### src/rtl/core/sla_pkg.sv
// ----------------------------------------------------------------------------
// sla_pkg: shared types and constants for the sustained level alarm
// Holds the payload structs, the register map, the alarm phase codes and
// the constants of the reciprocal divide used by the sensor lanes.
// ----------------------------------------------------------------------------
package sla_pkg;

  // window and sample geometry
  localparam int unsigned WINDOW      = 100;
  localparam int unsigned SAMPLE_BITS = 10;

  localparam int unsigned SAMPLE_W  = 10;
  localparam int unsigned LEVEL_W   = 10;
  localparam int unsigned TIMER_W   = 16;
  localparam int unsigned WIN_CLOG  = $clog2(WINDOW);
  localparam int unsigned CNT_W     = (WINDOW > 1) ? WIN_CLOG : 1;
  localparam int unsigned SUM_W     = SAMPLE_BITS + WIN_CLOG;

  // exact divide by WINDOW for any sum below 2**SUM_W
  localparam int unsigned DIV_SHIFT = SUM_W + WIN_CLOG;
  localparam int unsigned RECIP_W   = SUM_W + 1;
  localparam int unsigned PROD_W    = SUM_W + RECIP_W;
  localparam int unsigned QUOT_W    = PROD_W - DIV_SHIFT;
  localparam longint unsigned RECIP_FULL =
      ((64'd1 << DIV_SHIFT) + 64'(WINDOW) - 64'd1) / 64'(WINDOW);
  localparam logic [RECIP_W-1:0] RECIP = RECIP_W'(RECIP_FULL);

  localparam logic [SAMPLE_W-1:0] SAMPLE_MASK = SAMPLE_W'((64'd1 << SAMPLE_BITS) - 64'd1);
  localparam logic [LEVEL_W-1:0]  LEVEL_MAX   = '1;
  localparam logic [TIMER_W-1:0]  LOUD_MAX    = '1;
  localparam logic [CNT_W-1:0]    CNT_LAST    = CNT_W'(WINDOW - 1);

  // register map, word index
  localparam int unsigned PADDR_W = 4;
  localparam logic [1:0] REG_WARN  = 2'd0;
  localparam logic [1:0] REG_LIMIT = 2'd1;
  localparam logic [1:0] REG_TOL   = 2'd2;
  localparam logic [1:0] REG_ALERT = 2'd3;

  localparam logic [LEVEL_W-1:0] WARN_RST  = 10'd500;
  localparam logic [LEVEL_W-1:0] LIMIT_RST = 10'd500;
  localparam logic [TIMER_W-1:0] TOL_RST   = 16'd2000;
  localparam logic [TIMER_W-1:0] ALERT_RST = 16'd3000;

  // alarm phase codes
  localparam logic [1:0] PH_MEASURE = 2'd0;
  localparam logic [1:0] PH_LIGHT   = 2'd1;
  localparam logic [1:0] PH_BOTH    = 2'd2;
  localparam logic [1:0] PH_SILENT  = 2'd3;

  typedef struct packed {
    logic [SAMPLE_W-1:0] sample_a;
    logic [SAMPLE_W-1:0] sample_b;
  } in_req_t;

  typedef struct packed {
    logic               light_on;
    logic               sound_on;
    logic [LEVEL_W-1:0] level;
    logic               level_valid;
  } out_rsp_t;

  typedef struct packed {
    logic [LEVEL_W-1:0] warn_level;
    logic [LEVEL_W-1:0] limit_level;
    logic [TIMER_W-1:0] tolerance_ms;
    logic [TIMER_W-1:0] alert_ms;
  } cfg_t;

  // lane control from the merge stage
  typedef struct packed {
    logic add;
    logic close;
  } lane_ctl_t;

endpackage

### src/rtl/core/sla_lane.sv
// ----------------------------------------------------------------------------
// sla_lane: window accumulator and average for one sensor
// Sums the masked samples of one sensor, snapshots the sum when the window
// closes and divides it by the window length with a reciprocal multiply.
// ----------------------------------------------------------------------------
module sla_lane (
  input  logic                       clk_i,
  input  logic                       rst_ni,
  input  sla_pkg::lane_ctl_t         ctl_i,
  input  logic [sla_pkg::SAMPLE_W-1:0] sample_i,
  output logic [sla_pkg::LEVEL_W-1:0]  avg_o
);
  import sla_pkg::*;

  logic [SUM_W-1:0]  sum_q, sum_d;
  logic [SUM_W-1:0]  div_sum_q;
  logic [PROD_W-1:0] prod_q;
  logic [SUM_W-1:0]  sum_next;
  logic [QUOT_W-1:0] quot;

  assign sum_next = sum_q + SUM_W'(sample_i & SAMPLE_MASK);

  always_comb begin
    sum_d = sum_q;
    if (ctl_i.close) begin
      sum_d = '0;
    end else if (ctl_i.add) begin
      sum_d = sum_next;
    end
  end

  always_ff @(posedge clk_i or negedge rst_ni) begin
    if (!rst_ni) begin
      sum_q <= '0;
    end else begin
      sum_q <= sum_d;
    end
  end

  // snapshot and product hold while the merge stage waits
  always_ff @(posedge clk_i) begin
    if (ctl_i.close) begin
      div_sum_q <= sum_next;
    end
    prod_q <= PROD_W'(div_sum_q) * PROD_W'(RECIP);
  end

  assign quot  = prod_q[PROD_W-1:DIV_SHIFT];
  assign avg_o = (32'(quot) > 32'(LEVEL_MAX)) ? LEVEL_MAX : LEVEL_W'(quot);

endmodule

### src/rtl/core/sla_ctrl.sv
// ----------------------------------------------------------------------------
// sla_ctrl: merge stage and alarm sequencer
// Steers the lanes, merges their averages into the level, keeps the loud
// count and the alert phases, and holds the result register.
// ----------------------------------------------------------------------------
module sla_ctrl (
  input  logic                        clk_i,
  input  logic                        rst_ni,
  input  sla_pkg::cfg_t               cfg_i,
  input  logic                        in_valid_i,
  output logic                        in_stall_o,
  output sla_pkg::lane_ctl_t          lane_ctl_o,
  input  logic [sla_pkg::LEVEL_W-1:0] avg_a_i,
  input  logic [sla_pkg::LEVEL_W-1:0] avg_b_i,
  output logic                        out_valid_o,
  input  logic                        out_stall_i,
  output sla_pkg::out_rsp_t           out_rsp_o
);
  import sla_pkg::*;

  logic [1:0]         phase_q, phase_d;
  logic [TIMER_W-1:0] timer_q, timer_d;
  logic [TIMER_W-1:0] loud_q, loud_d;
  logic [CNT_W-1:0]   count_q, count_d;
  logic [LEVEL_W-1:0] last_level_q, last_level_d;
  logic               s1_q, s1_d;
  logic               s2_q, s2_d;
  logic               out_valid_q, out_valid_d;
  out_rsp_t           rsp_q, rsp_d;

  logic               out_free;
  logic               in_fire;
  logic               merge_fire;
  logic               measuring;
  logic               close;
  logic [TIMER_W-1:0] loud_inc;
  logic [TIMER_W-1:0] timer_dec;
  logic [TIMER_W-1:0] loud_merged;
  logic [LEVEL_W-1:0] lvl;

  assign out_free   = !out_valid_q || !out_stall_i;
  assign in_stall_o = s1_q || s2_q || !out_free;
  assign in_fire    = in_valid_i && !in_stall_o;
  assign merge_fire = s2_q && out_free;
  assign measuring  = (phase_q == PH_MEASURE);
  assign close      = in_fire && measuring && (count_q == CNT_LAST);

  assign lane_ctl_o.close = close;
  assign lane_ctl_o.add   = in_fire && measuring && !close;

  assign loud_inc    = (loud_q == LOUD_MAX) ? loud_q : loud_q + 1'b1;
  assign timer_dec   = (timer_q == '0) ? timer_q : timer_q - 1'b1;
  assign lvl         = (avg_a_i > avg_b_i) ? avg_a_i : avg_b_i;
  assign loud_merged = (lvl < cfg_i.warn_level) ? '0 : loud_q;

  always_comb begin
    phase_d      = phase_q;
    timer_d      = timer_q;
    loud_d       = loud_q;
    count_d      = count_q;
    last_level_d = last_level_q;
    rsp_d        = rsp_q;
    out_valid_d  = out_valid_q && out_stall_i;
    s1_d         = close;
    s2_d         = s1_q || (s2_q && !merge_fire);

    if (in_fire) begin
      loud_d = loud_inc;
      if (measuring) begin
        count_d = close ? '0 : count_q + 1'b1;
        if (!close) begin
          rsp_d       = '{light_on: 1'b0, sound_on: 1'b0,
                          level: last_level_q, level_valid: 1'b0};
          out_valid_d = 1'b1;
        end
      end else begin
        rsp_d       = '{light_on: (phase_q == PH_LIGHT) || (phase_q == PH_BOTH),
                        sound_on: (phase_q == PH_BOTH),
                        level: last_level_q, level_valid: 1'b0};
        out_valid_d = 1'b1;
        timer_d     = timer_dec;
        if (timer_dec == '0) begin
          if ((phase_q == PH_BOTH) && (cfg_i.alert_ms != '0)) begin
            phase_d = PH_SILENT;
            timer_d = cfg_i.alert_ms;
          end else begin
            phase_d = PH_MEASURE;
          end
        end
      end
    end

    if (merge_fire) begin
      last_level_d = lvl;
      loud_d       = loud_merged;
      if ((loud_merged > cfg_i.tolerance_ms) && (cfg_i.alert_ms != '0)) begin
        phase_d = (lvl < cfg_i.limit_level) ? PH_LIGHT : PH_BOTH;
        timer_d = cfg_i.alert_ms;
      end
      rsp_d       = '{light_on: 1'b0, sound_on: 1'b0, level: lvl, level_valid: 1'b1};
      out_valid_d = 1'b1;
    end
  end

  always_ff @(posedge clk_i or negedge rst_ni) begin
    if (!rst_ni) begin
      phase_q      <= PH_MEASURE;
      timer_q      <= '0;
      loud_q       <= '0;
      count_q      <= '0;
      last_level_q <= '0;
      s1_q         <= 1'b0;
      s2_q         <= 1'b0;
      out_valid_q  <= 1'b0;
    end else begin
      phase_q      <= phase_d;
      timer_q      <= timer_d;
      loud_q       <= loud_d;
      count_q      <= count_d;
      last_level_q <= last_level_d;
      s1_q         <= s1_d;
      s2_q         <= s2_d;
      out_valid_q  <= out_valid_d;
    end
  end

  always_ff @(posedge clk_i) begin
    rsp_q <= rsp_d;
  end

  assign out_valid_o = out_valid_q;
  assign out_rsp_o   = rsp_q;

endmodule

### src/rtl/core/sustained_level_alarm.sv
// ----------------------------------------------------------------------------
// sustained_level_alarm: two-sensor windowed level alarm
// Averages two sensors over a window in two parallel lanes, merges the
// averages into a level and runs the light / sound alert sequence.
// ----------------------------------------------------------------------------
// results: each tick's result is registered; for the tick that closes a window
//   the level goes through the lane snapshot, lane product and merge first
// throughput: one tick per cycle while the result channel is not stalled;
//   after a window-closing tick the input stalls for the lane reciprocal
//   multiply and the merge
// reset: asynchronous, active low; the control and configuration registers
//   return to their defaults and the block starts measuring with empty sums
module sustained_level_alarm (
  input  logic                         clk_i,
  input  logic                         rst_ni,
  // configuration port
  input  logic                         psel,
  input  logic                         penable,
  input  logic                         pwrite,
  input  logic [sla_pkg::PADDR_W-1:0]  paddr,
  input  logic [31:0]                  pwdata,
  output logic [31:0]                  prdata,
  output logic                         pready,
  // tick request channel
  input  logic                         in_valid_i,
  output logic                         in_stall_o,
  input  sla_pkg::in_req_t             in_req_i,
  // result channel
  output logic                         out_valid_o,
  input  logic                         out_stall_i,
  output sla_pkg::out_rsp_t            out_rsp_o
);
  import sla_pkg::*;

  cfg_t               cfg_q, cfg_d;
  logic               cfg_wr;
  logic [1:0]         reg_idx;
  lane_ctl_t          lane_ctl;
  logic [LEVEL_W-1:0] avg_a;
  logic [LEVEL_W-1:0] avg_b;

  // ---------------------------------------------------------------------------
  // configuration registers: writes land in the access phase, no wait states
  // ---------------------------------------------------------------------------
  assign pready  = 1'b1;
  assign reg_idx = paddr[3:2];
  assign cfg_wr  = psel && penable && pwrite && pready;

  always_comb begin
    cfg_d = cfg_q;
    if (cfg_wr) begin
      case (reg_idx)
        REG_WARN:  cfg_d.warn_level   = pwdata[LEVEL_W-1:0];
        REG_LIMIT: cfg_d.limit_level  = pwdata[LEVEL_W-1:0];
        REG_TOL:   cfg_d.tolerance_ms = pwdata[TIMER_W-1:0];
        REG_ALERT: cfg_d.alert_ms     = pwdata[TIMER_W-1:0];
        default:   cfg_d = cfg_q;
      endcase
    end
  end

  always_ff @(posedge clk_i or negedge rst_ni) begin
    if (!rst_ni) begin
      cfg_q <= '{warn_level: WARN_RST, limit_level: LIMIT_RST,
                 tolerance_ms: TOL_RST, alert_ms: ALERT_RST};
    end else begin
      cfg_q <= cfg_d;
    end
  end

  // read data, zero-extended
  always_comb begin
    case (reg_idx)
      REG_WARN:  prdata = 32'(cfg_q.warn_level);
      REG_LIMIT: prdata = 32'(cfg_q.limit_level);
      REG_TOL:   prdata = 32'(cfg_q.tolerance_ms);
      REG_ALERT: prdata = 32'(cfg_q.alert_ms);
      default:   prdata = '0;
    endcase
  end

  // ---------------------------------------------------------------------------
  // one lane per sensor, both steered by the same control
  // ---------------------------------------------------------------------------
  sla_lane u_lane_a (
    .clk_i    (clk_i),
    .rst_ni   (rst_ni),
    .ctl_i    (lane_ctl),
    .sample_i (in_req_i.sample_a),
    .avg_o    (avg_a)
  );

  sla_lane u_lane_b (
    .clk_i    (clk_i),
    .rst_ni   (rst_ni),
    .ctl_i    (lane_ctl),
    .sample_i (in_req_i.sample_b),
    .avg_o    (avg_b)
  );

  // ---------------------------------------------------------------------------
  // merge of the lane averages, loud count, alert phases, result register
  // ---------------------------------------------------------------------------
  sla_ctrl u_ctrl (
    .clk_i       (clk_i),
    .rst_ni      (rst_ni),
    .cfg_i       (cfg_q),
    .in_valid_i  (in_valid_i),
    .in_stall_o  (in_stall_o),
    .lane_ctl_o  (lane_ctl),
    .avg_a_i     (avg_a),
    .avg_b_i     (avg_b),
    .out_valid_o (out_valid_o),
    .out_stall_i (out_stall_i),
    .out_rsp_o   (out_rsp_o)
  );

  // ---------------------------------------------------------------------------
  // assertions
  // ---------------------------------------------------------------------------
  // a closing window blocks the next request while the divide runs
  assert property (@(posedge clk_i) disable iff (!rst_ni)
    lane_ctl.close |=> in_stall_o)
    else $error("request taken while the window divide is in flight");

  // a lane never both adds and closes
  assert property (@(posedge clk_i) disable iff (!rst_ni)
    $onehot0({lane_ctl.add, lane_ctl.close}))
    else $error("lane add and close together");

  // the tick that reports a new level shows no alert
  assert property (@(posedge clk_i) disable iff (!rst_ni)
    (out_valid_o && out_rsp_o.level_valid) |-> (!out_rsp_o.light_on && !out_rsp_o.sound_on))
    else $error("alert shown on a level tick");

  // sound never without light
  assert property (@(posedge clk_i) disable iff (!rst_ni)
    (out_valid_o && out_rsp_o.sound_on) |-> out_rsp_o.light_on)
    else $error("sound without light");

endmodule
### config.mk
export PLATFORM = sky130hd
export DESIGN_NAME = sustained_level_alarm
export DESIGN_NICKNAME = d
export VERILOG_FILES = /design/src/rtl/core/sla_pkg.sv /design/src/rtl/core/sla_lane.sv /design/src/rtl/core/sla_ctrl.sv /design/src/rtl/core/sustained_level_alarm.sv
export SDC_FILE = /design/constraint.sdc
export NUM_CORES = 1
export LEC_CHECK = 0
export BUFFER_PORTS_ARGS = -buffer_cell sky130_fd_sc_hd__buf_2
export CAP_MARGIN = 20
export CORE_AREA = 4 4 188 190
export CTS_BUF_LIST = sky130_fd_sc_hd__clkbuf_16
export DETAILED_ROUTE_END_ITERATION = 8
export DIE_AREA = 0 0 192 194
export GPL_ROUTABILITY_DRIVEN = 0
export MAX_ROUTING_LAYER = met4
export PLACE_DENSITY_LB_ADDON = 0.1
export SETUP_SLACK_MARGIN = 0.05
export SYNTH_ARGS = -nofsm -noshare
export SYNTH_HDL_FRONTEND = slang
export SYNTH_HIERARCHICAL = 1
export SYNTH_SLANG_ARGS = --single-unit
### constraint.sdc
create_clock -name clk_i -period 12.5 [get_ports clk_i]
set_input_delay 0.625 -clock clk_i [delete_from_list [all_inputs] [get_ports clk_i]]
set_output_delay 0.625 -clock clk_i [all_outputs]
set_load 0.01 [all_outputs]
==> impl_summary.txt <==
----------------------------------------------------
[Outcome]
  Result of the run ... completed

[CTS]
  Maximum buffer depth of the clock tree ... 3
  Clk Latency, worst-skew pair ... 0.55 ns
  Clock slew at reported path FFs ... 0.06 ns
  Total CTS buffers ... 26
  TritonCTS clock tree ... done
  H-Tree Level Count ... 1
  Post-CTS setup buffer count ... 0
  Sinks on Clock Net ... 209
  Number of hold-repair buffers added at the cts stage ... 0
  Count of cells resized by post-cts repair ... 0
  Root cell of the clock tree ... sky130_fd_sc_hd__clkbuf_16

[Timing]
  Total negative setup slack ... 0 ns
  Worst Max-Slew Pin Slew ... 1.095 ns
  Hold violation count in the final report ... 0
  Final setup vio count ... 0
  Share of the cycle needed by the critical path after routing ... 53.98%
  Tightest slew margin relative to the limit ... 27.00%
  Highest clock frequency the design can meet ... 0.1482 GHz
  Setup skew after layout ... 0.01970 ns
  Minimum clock period ... 6.747 ns
  RSZ-0062 raised after global routing ... no
  Number of max-slew violations in the final report ... 0

[Layout]
  Growth of design area from synthesis to finish ... 6.704%
  Number of nets in the finished design ... 2,949
  Layout Utilization ... 73.06%
  Proportion of layout cells with a drive suffix above 1 ... 12.21%
  Ant. Diodes ... 0
  FILL cells ... 2,408

[Yosys]
  Mean instance size in the synthesized netlist ... 10.18 µm²
  Distinct cell type count of the synthesized netlist ... 88
  Most area-hungry cell type in the Yosys netlist ... sky130_fd_sc_hd__ha_1
  Commonest register cell after synthesis ... sky130_fd_sc_hd__dfrtp_1
  EDFF count, synth ... 44
  Cell area after technology mapping ... 0.02290 mm²
  Total of flip-flops plus latches after synthesis ... 209
  Leading post-synthesis cells by cell area ... sky130_fd_sc_hd__ha_1, sky130_fd_sc_hd__fa_1, sky130_fd_sc_hd__dfrtp_1
  Gate count of the mapped netlist ... 2,249
  Syn. warnings ... 6
  Sequential share of the synthesized area ... 23.39%
  Share of flip-flops with an asynchronous set or reset ... 66.99%
  Portion of synthesized cell area occupied by the leading cell type ... 19.40%

[Floorplanning]
  Chip height ... 194 µm
  X dimension of the die ... 192 µm
  Total number of placement rows ... 67
  Number of top-level pins ... 111
  Die area ... 0.03725 mm²
  Starting density of the core ... 68.47%
  Standard cell core area ... 0.03345 mm²

[Worst setup path]
  Critical-path maximum fanout ... 22
  CP arrival ... 7.18 ns
  Startpoint type of the worst setup path ... register
  Launching element of the worst setup path ... u_lane_a/prod_q[34]
  Endpoint class of the critical path ... register
  Setup Crit Path Kind ... reg2reg
  Data required time of the critical path ... 12.93 ns
  FF-to-FF Start ... u_lane_a/prod_q[34]

[Drt]
  DRC errors left ... 0
  Iteration-0 DRC count of the detailed router ... 906
  Post-route antenna net violation count ... 0
  Via count ... 16.24k
  DR pass1 iterations ... 5
  Final WL ... 50,560 µm
  Detailed-route vias per instance ... 5.835
  DR WL/cell ... 18.17 µm

[GRT]
  Initial antenna violation count ... 0
  GRT Overall Usage ... 28.81%
  Global-route wire length before repair ... 85,080 µm
  Leftover overflow at the end of global routing ... 0
  Maximum number of pins on one net before global-route repair ... 83
  Vias in the first global route ... 17.01k

[Placement]
  Count of input and output buffers ... 75
  Total half-perimeter wirelength after legalization and detailed placement ... 41,040 µm

[Power]
  LEAKAGE ... 12.57 nW
  Total power per unit cell area ... 96.15 mW/mm²
  Max rail drop VDD ... 0.1633 mV

[Hold path]
  Class of the most critical hold timing path ... in2async

[Flow run]
  Max-capacitance violation count ... 0

----------------------------------------------------
-- power breakdown --
| part | leakage [nW] | switching, mW | total (mW) | internal (mW) |
|---|---|---|---|---|
| Combinational | 9.81 | 0.363 | 0.674 | 0.311 |
| Sequential | 2.32 | 0.113 | 0.962 | 0.849 |
| Clock | 0.436 | 0.293 | 0.713 | 0.420 |
-- synth_stat cells, drive strengths merged (5+ instances only) --
| master | instances |
|---|---|
| a41oi | 5 |
| a221oi | 8 |
| xor2 | 32 |
| o21ai | 48 |
| fa | 216 |
| nor4 | 17 |
| dfxtp | 25 |
| a21oi | 79 |
| nand3b | 5 |
| mux2 | 72 |
| o211ai | 13 |
| nor2 | 74 |
| and2 | 20 |
| xnor2 | 39 |
| and3 | 24 |
| buf | 35 |
| nand2b | 7 |
| edfxtp | 44 |
| nand4 | 32 |
| a31oi | 16 |
| mux4 | 10 |
| a21boi | 7 |
| a31o | 5 |
| mux2i | 28 |
| a211o | 5 |
| inv | 462 |
| o21bai | 7 |
| ha | 355 |
| clkbuf | 25 |
| a2111oi | 6 |
| dfstp | 25 |
| nand3 | 50 |
| nand2 | 101 |
| a211oi | 7 |
| o21a | 17 |
| a21o | 52 |
| or2 | 26 |
| nor2b | 39 |
| dfrtp | 115 |
| or3 | 6 |
| nor3 | 19 |
-- worst paths after layout --
| check | to | slack (ns) | cells past startpoint |
|---|---|---|---|
| worst min register to register | u_ctrl/out_rsp_o[0] | 0.45 | 2 |
| worst max-delay path | u_ctrl/timer_q[12] | 5.75 | 27 |
| min in group clk_i | cfg_q[27] | 0.33 | 2 |
| worst max register to register | u_ctrl/timer_q[12] | 5.75 | 27 |
| worst min-delay path | u_lane_b/sum_q[1] | 0.12 | 1 |
| max in group asynchronous | u_ctrl/phase_q[1] | 11.02 | 2 |
-- cells in the final DEF, fill, tap and decap left out, types with 7 or more instances in the layout --
| master | count |
|---|---|
| sky130_fd_sc_hd__a211oi_1 | 7 |
| sky130_fd_sc_hd__a21boi_0 | 7 |
| sky130_fd_sc_hd__a21o_1 | 52 |
| sky130_fd_sc_hd__a21oi_1 | 75 |
| sky130_fd_sc_hd__a31oi_1 | 16 |
| sky130_fd_sc_hd__and2_1 | 18 |
| sky130_fd_sc_hd__and3_1 | 22 |
| sky130_fd_sc_hd__buf_2 | 74 |
| sky130_fd_sc_hd__buf_4 | 7 |
| sky130_fd_sc_hd__clkbuf_16 | 26 |
| sky130_fd_sc_hd__conb_1 | 17 |
| sky130_fd_sc_hd__dfrtp_1 | 115 |
| sky130_fd_sc_hd__dfstp_2 | 25 |
| sky130_fd_sc_hd__dfxtp_1 | 25 |
| sky130_fd_sc_hd__edfxtp_1 | 44 |
| sky130_fd_sc_hd__fa_1 | 216 |
| sky130_fd_sc_hd__ha_1 | 355 |
| sky130_fd_sc_hd__inv_1 | 474 |
| sky130_fd_sc_hd__mux2_2 | 62 |
| sky130_fd_sc_hd__mux2_4 | 10 |
| sky130_fd_sc_hd__mux2i_1 | 28 |
| sky130_fd_sc_hd__mux4_2 | 10 |
| sky130_fd_sc_hd__nand2_1 | 101 |
| sky130_fd_sc_hd__nand2b_1 | 7 |
| sky130_fd_sc_hd__nand3_1 | 48 |
| sky130_fd_sc_hd__nand4_1 | 31 |
| sky130_fd_sc_hd__nor2_1 | 72 |
| sky130_fd_sc_hd__nor2b_1 | 39 |
| sky130_fd_sc_hd__nor3_1 | 19 |
| sky130_fd_sc_hd__nor4_1 | 12 |
| sky130_fd_sc_hd__o211ai_1 | 13 |
| sky130_fd_sc_hd__o21a_1 | 17 |
| sky130_fd_sc_hd__o21ai_0 | 41 |
| sky130_fd_sc_hd__o21bai_1 | 7 |
| sky130_fd_sc_hd__or2_2 | 26 |
| sky130_fd_sc_hd__xnor2_1 | 39 |
| sky130_fd_sc_hd__xor2_1 | 32 |
-- kinds of logic (layout without fill, tap and decap cells) --
| logic type | Yosys count | after routing | synth area share (%) |
|---|---|---|---|
| compound gates | 326 | 326 | 10.16 |
| xor+xnor | 71 | 71 | 2.715 |
| fa+ha+maj | 571 | 571 | 38.28 |
| buf+inv | 522 | 593 | 9.184 |
| flops | 209 | 209 | 23.39 |
| mux | 110 | 110 | 5.912 |
| other cells | 2 | 17 | 0.03279 |
| simple gates | 438 | 438 | 10.33 |
-- routing by layer --
layer	GRT usage [%]	wire (µm)	vias to the layer above
met5	-	0	-
met4	6.788	1232	0
met3	2.755	2156	88
met2	46.75	24570	394
met1	39.77	22600	8084
li1	-	-	7674
-- registers in the layout (all words and copies together), names as in the netlist, 13 cells and up --
signal / count
cfg_q: 52
u_ctrl/loud_q: 16
u_ctrl/out_rsp_o: 13
u_ctrl/timer_q: 16
u_lane_a/div_sum_q: 17
u_lane_a/sum_q: 17
u_lane_b/div_sum_q: 17
u_lane_b/sum_q: 17
-- critical path, cell delays in order (launching register included) --
cell,delay (ns)
sky130_fd_sc_hd__dfxtp_1,0.37
sky130_fd_sc_hd__or2_2,0.37
sky130_fd_sc_hd__ha_1,0.33
sky130_fd_sc_hd__a21o_1,0.17
sky130_fd_sc_hd__a21o_1,0.17
sky130_fd_sc_hd__a221oi_1,0.40
sky130_fd_sc_hd__o21ai_0,0.15
sky130_fd_sc_hd__nand2_1,0.34
sky130_fd_sc_hd__mux2_2,0.44
sky130_fd_sc_hd__ha_1,0.31
sky130_fd_sc_hd__a21o_1,0.19
sky130_fd_sc_hd__a21oi_1,0.14
sky130_fd_sc_hd__nor2b_1,0.06
sky130_fd_sc_hd__o21ai_0,0.13
sky130_fd_sc_hd__nand2_1,0.07
sky130_fd_sc_hd__o2111ai_1,0.09
sky130_fd_sc_hd__and3_1,0.51
sky130_fd_sc_hd__buf_8,0.24
sky130_fd_sc_hd__nor2b_1,0.07
sky130_fd_sc_hd__ha_1,0.28
sky130_fd_sc_hd__nor2b_1,0.13
sky130_fd_sc_hd__o21bai_1,0.14
sky130_fd_sc_hd__a21oi_1,0.08
sky130_fd_sc_hd__o31a_1,0.25
sky130_fd_sc_hd__o31ai_2,0.21
sky130_fd_sc_hd__buf_4,0.30
sky130_fd_sc_hd__o41ai_4,0.26
sky130_fd_sc_hd__a221o_1,0.42
-- cell type report --
cell class	count	area [µm²]	area share, %
inverter	462	1734	7.097
multi-input combinational	1533	15510	63.48
tap	448	560.5	2.294
clock buffer	26	650.6	2.663
clock inverter	22	172.7	0.7066
timing repair buffer	83	449.2	1.838
sequential	209	5356	21.92
-- per-stage QoR --
stage / hold slack [ns] / cell area (µm²) / std cells / power, mW / worst slack [ns]
2_1_floorplan: 0.3294 / 22960 / 2264 / 1.453 / 6.538
3_3_place_gp: 0.4335 / 23590 / 2733 / 1.594 / 5.598
3_5_place_dp: 0.4407 / 23590 / 2733 / 1.627 / 5.556
4_1_cts: 0.1300 / 24410 / 2781 / 2.357 / 5.496
5_1_grt: 0.1536 / 24440 / 2783 / 2.488 / 5.390
6_report: 0.1164 / 24440 / 2783 / 2.349 / 5.753
Note: power is estimated with default switching activity, not from simulation.
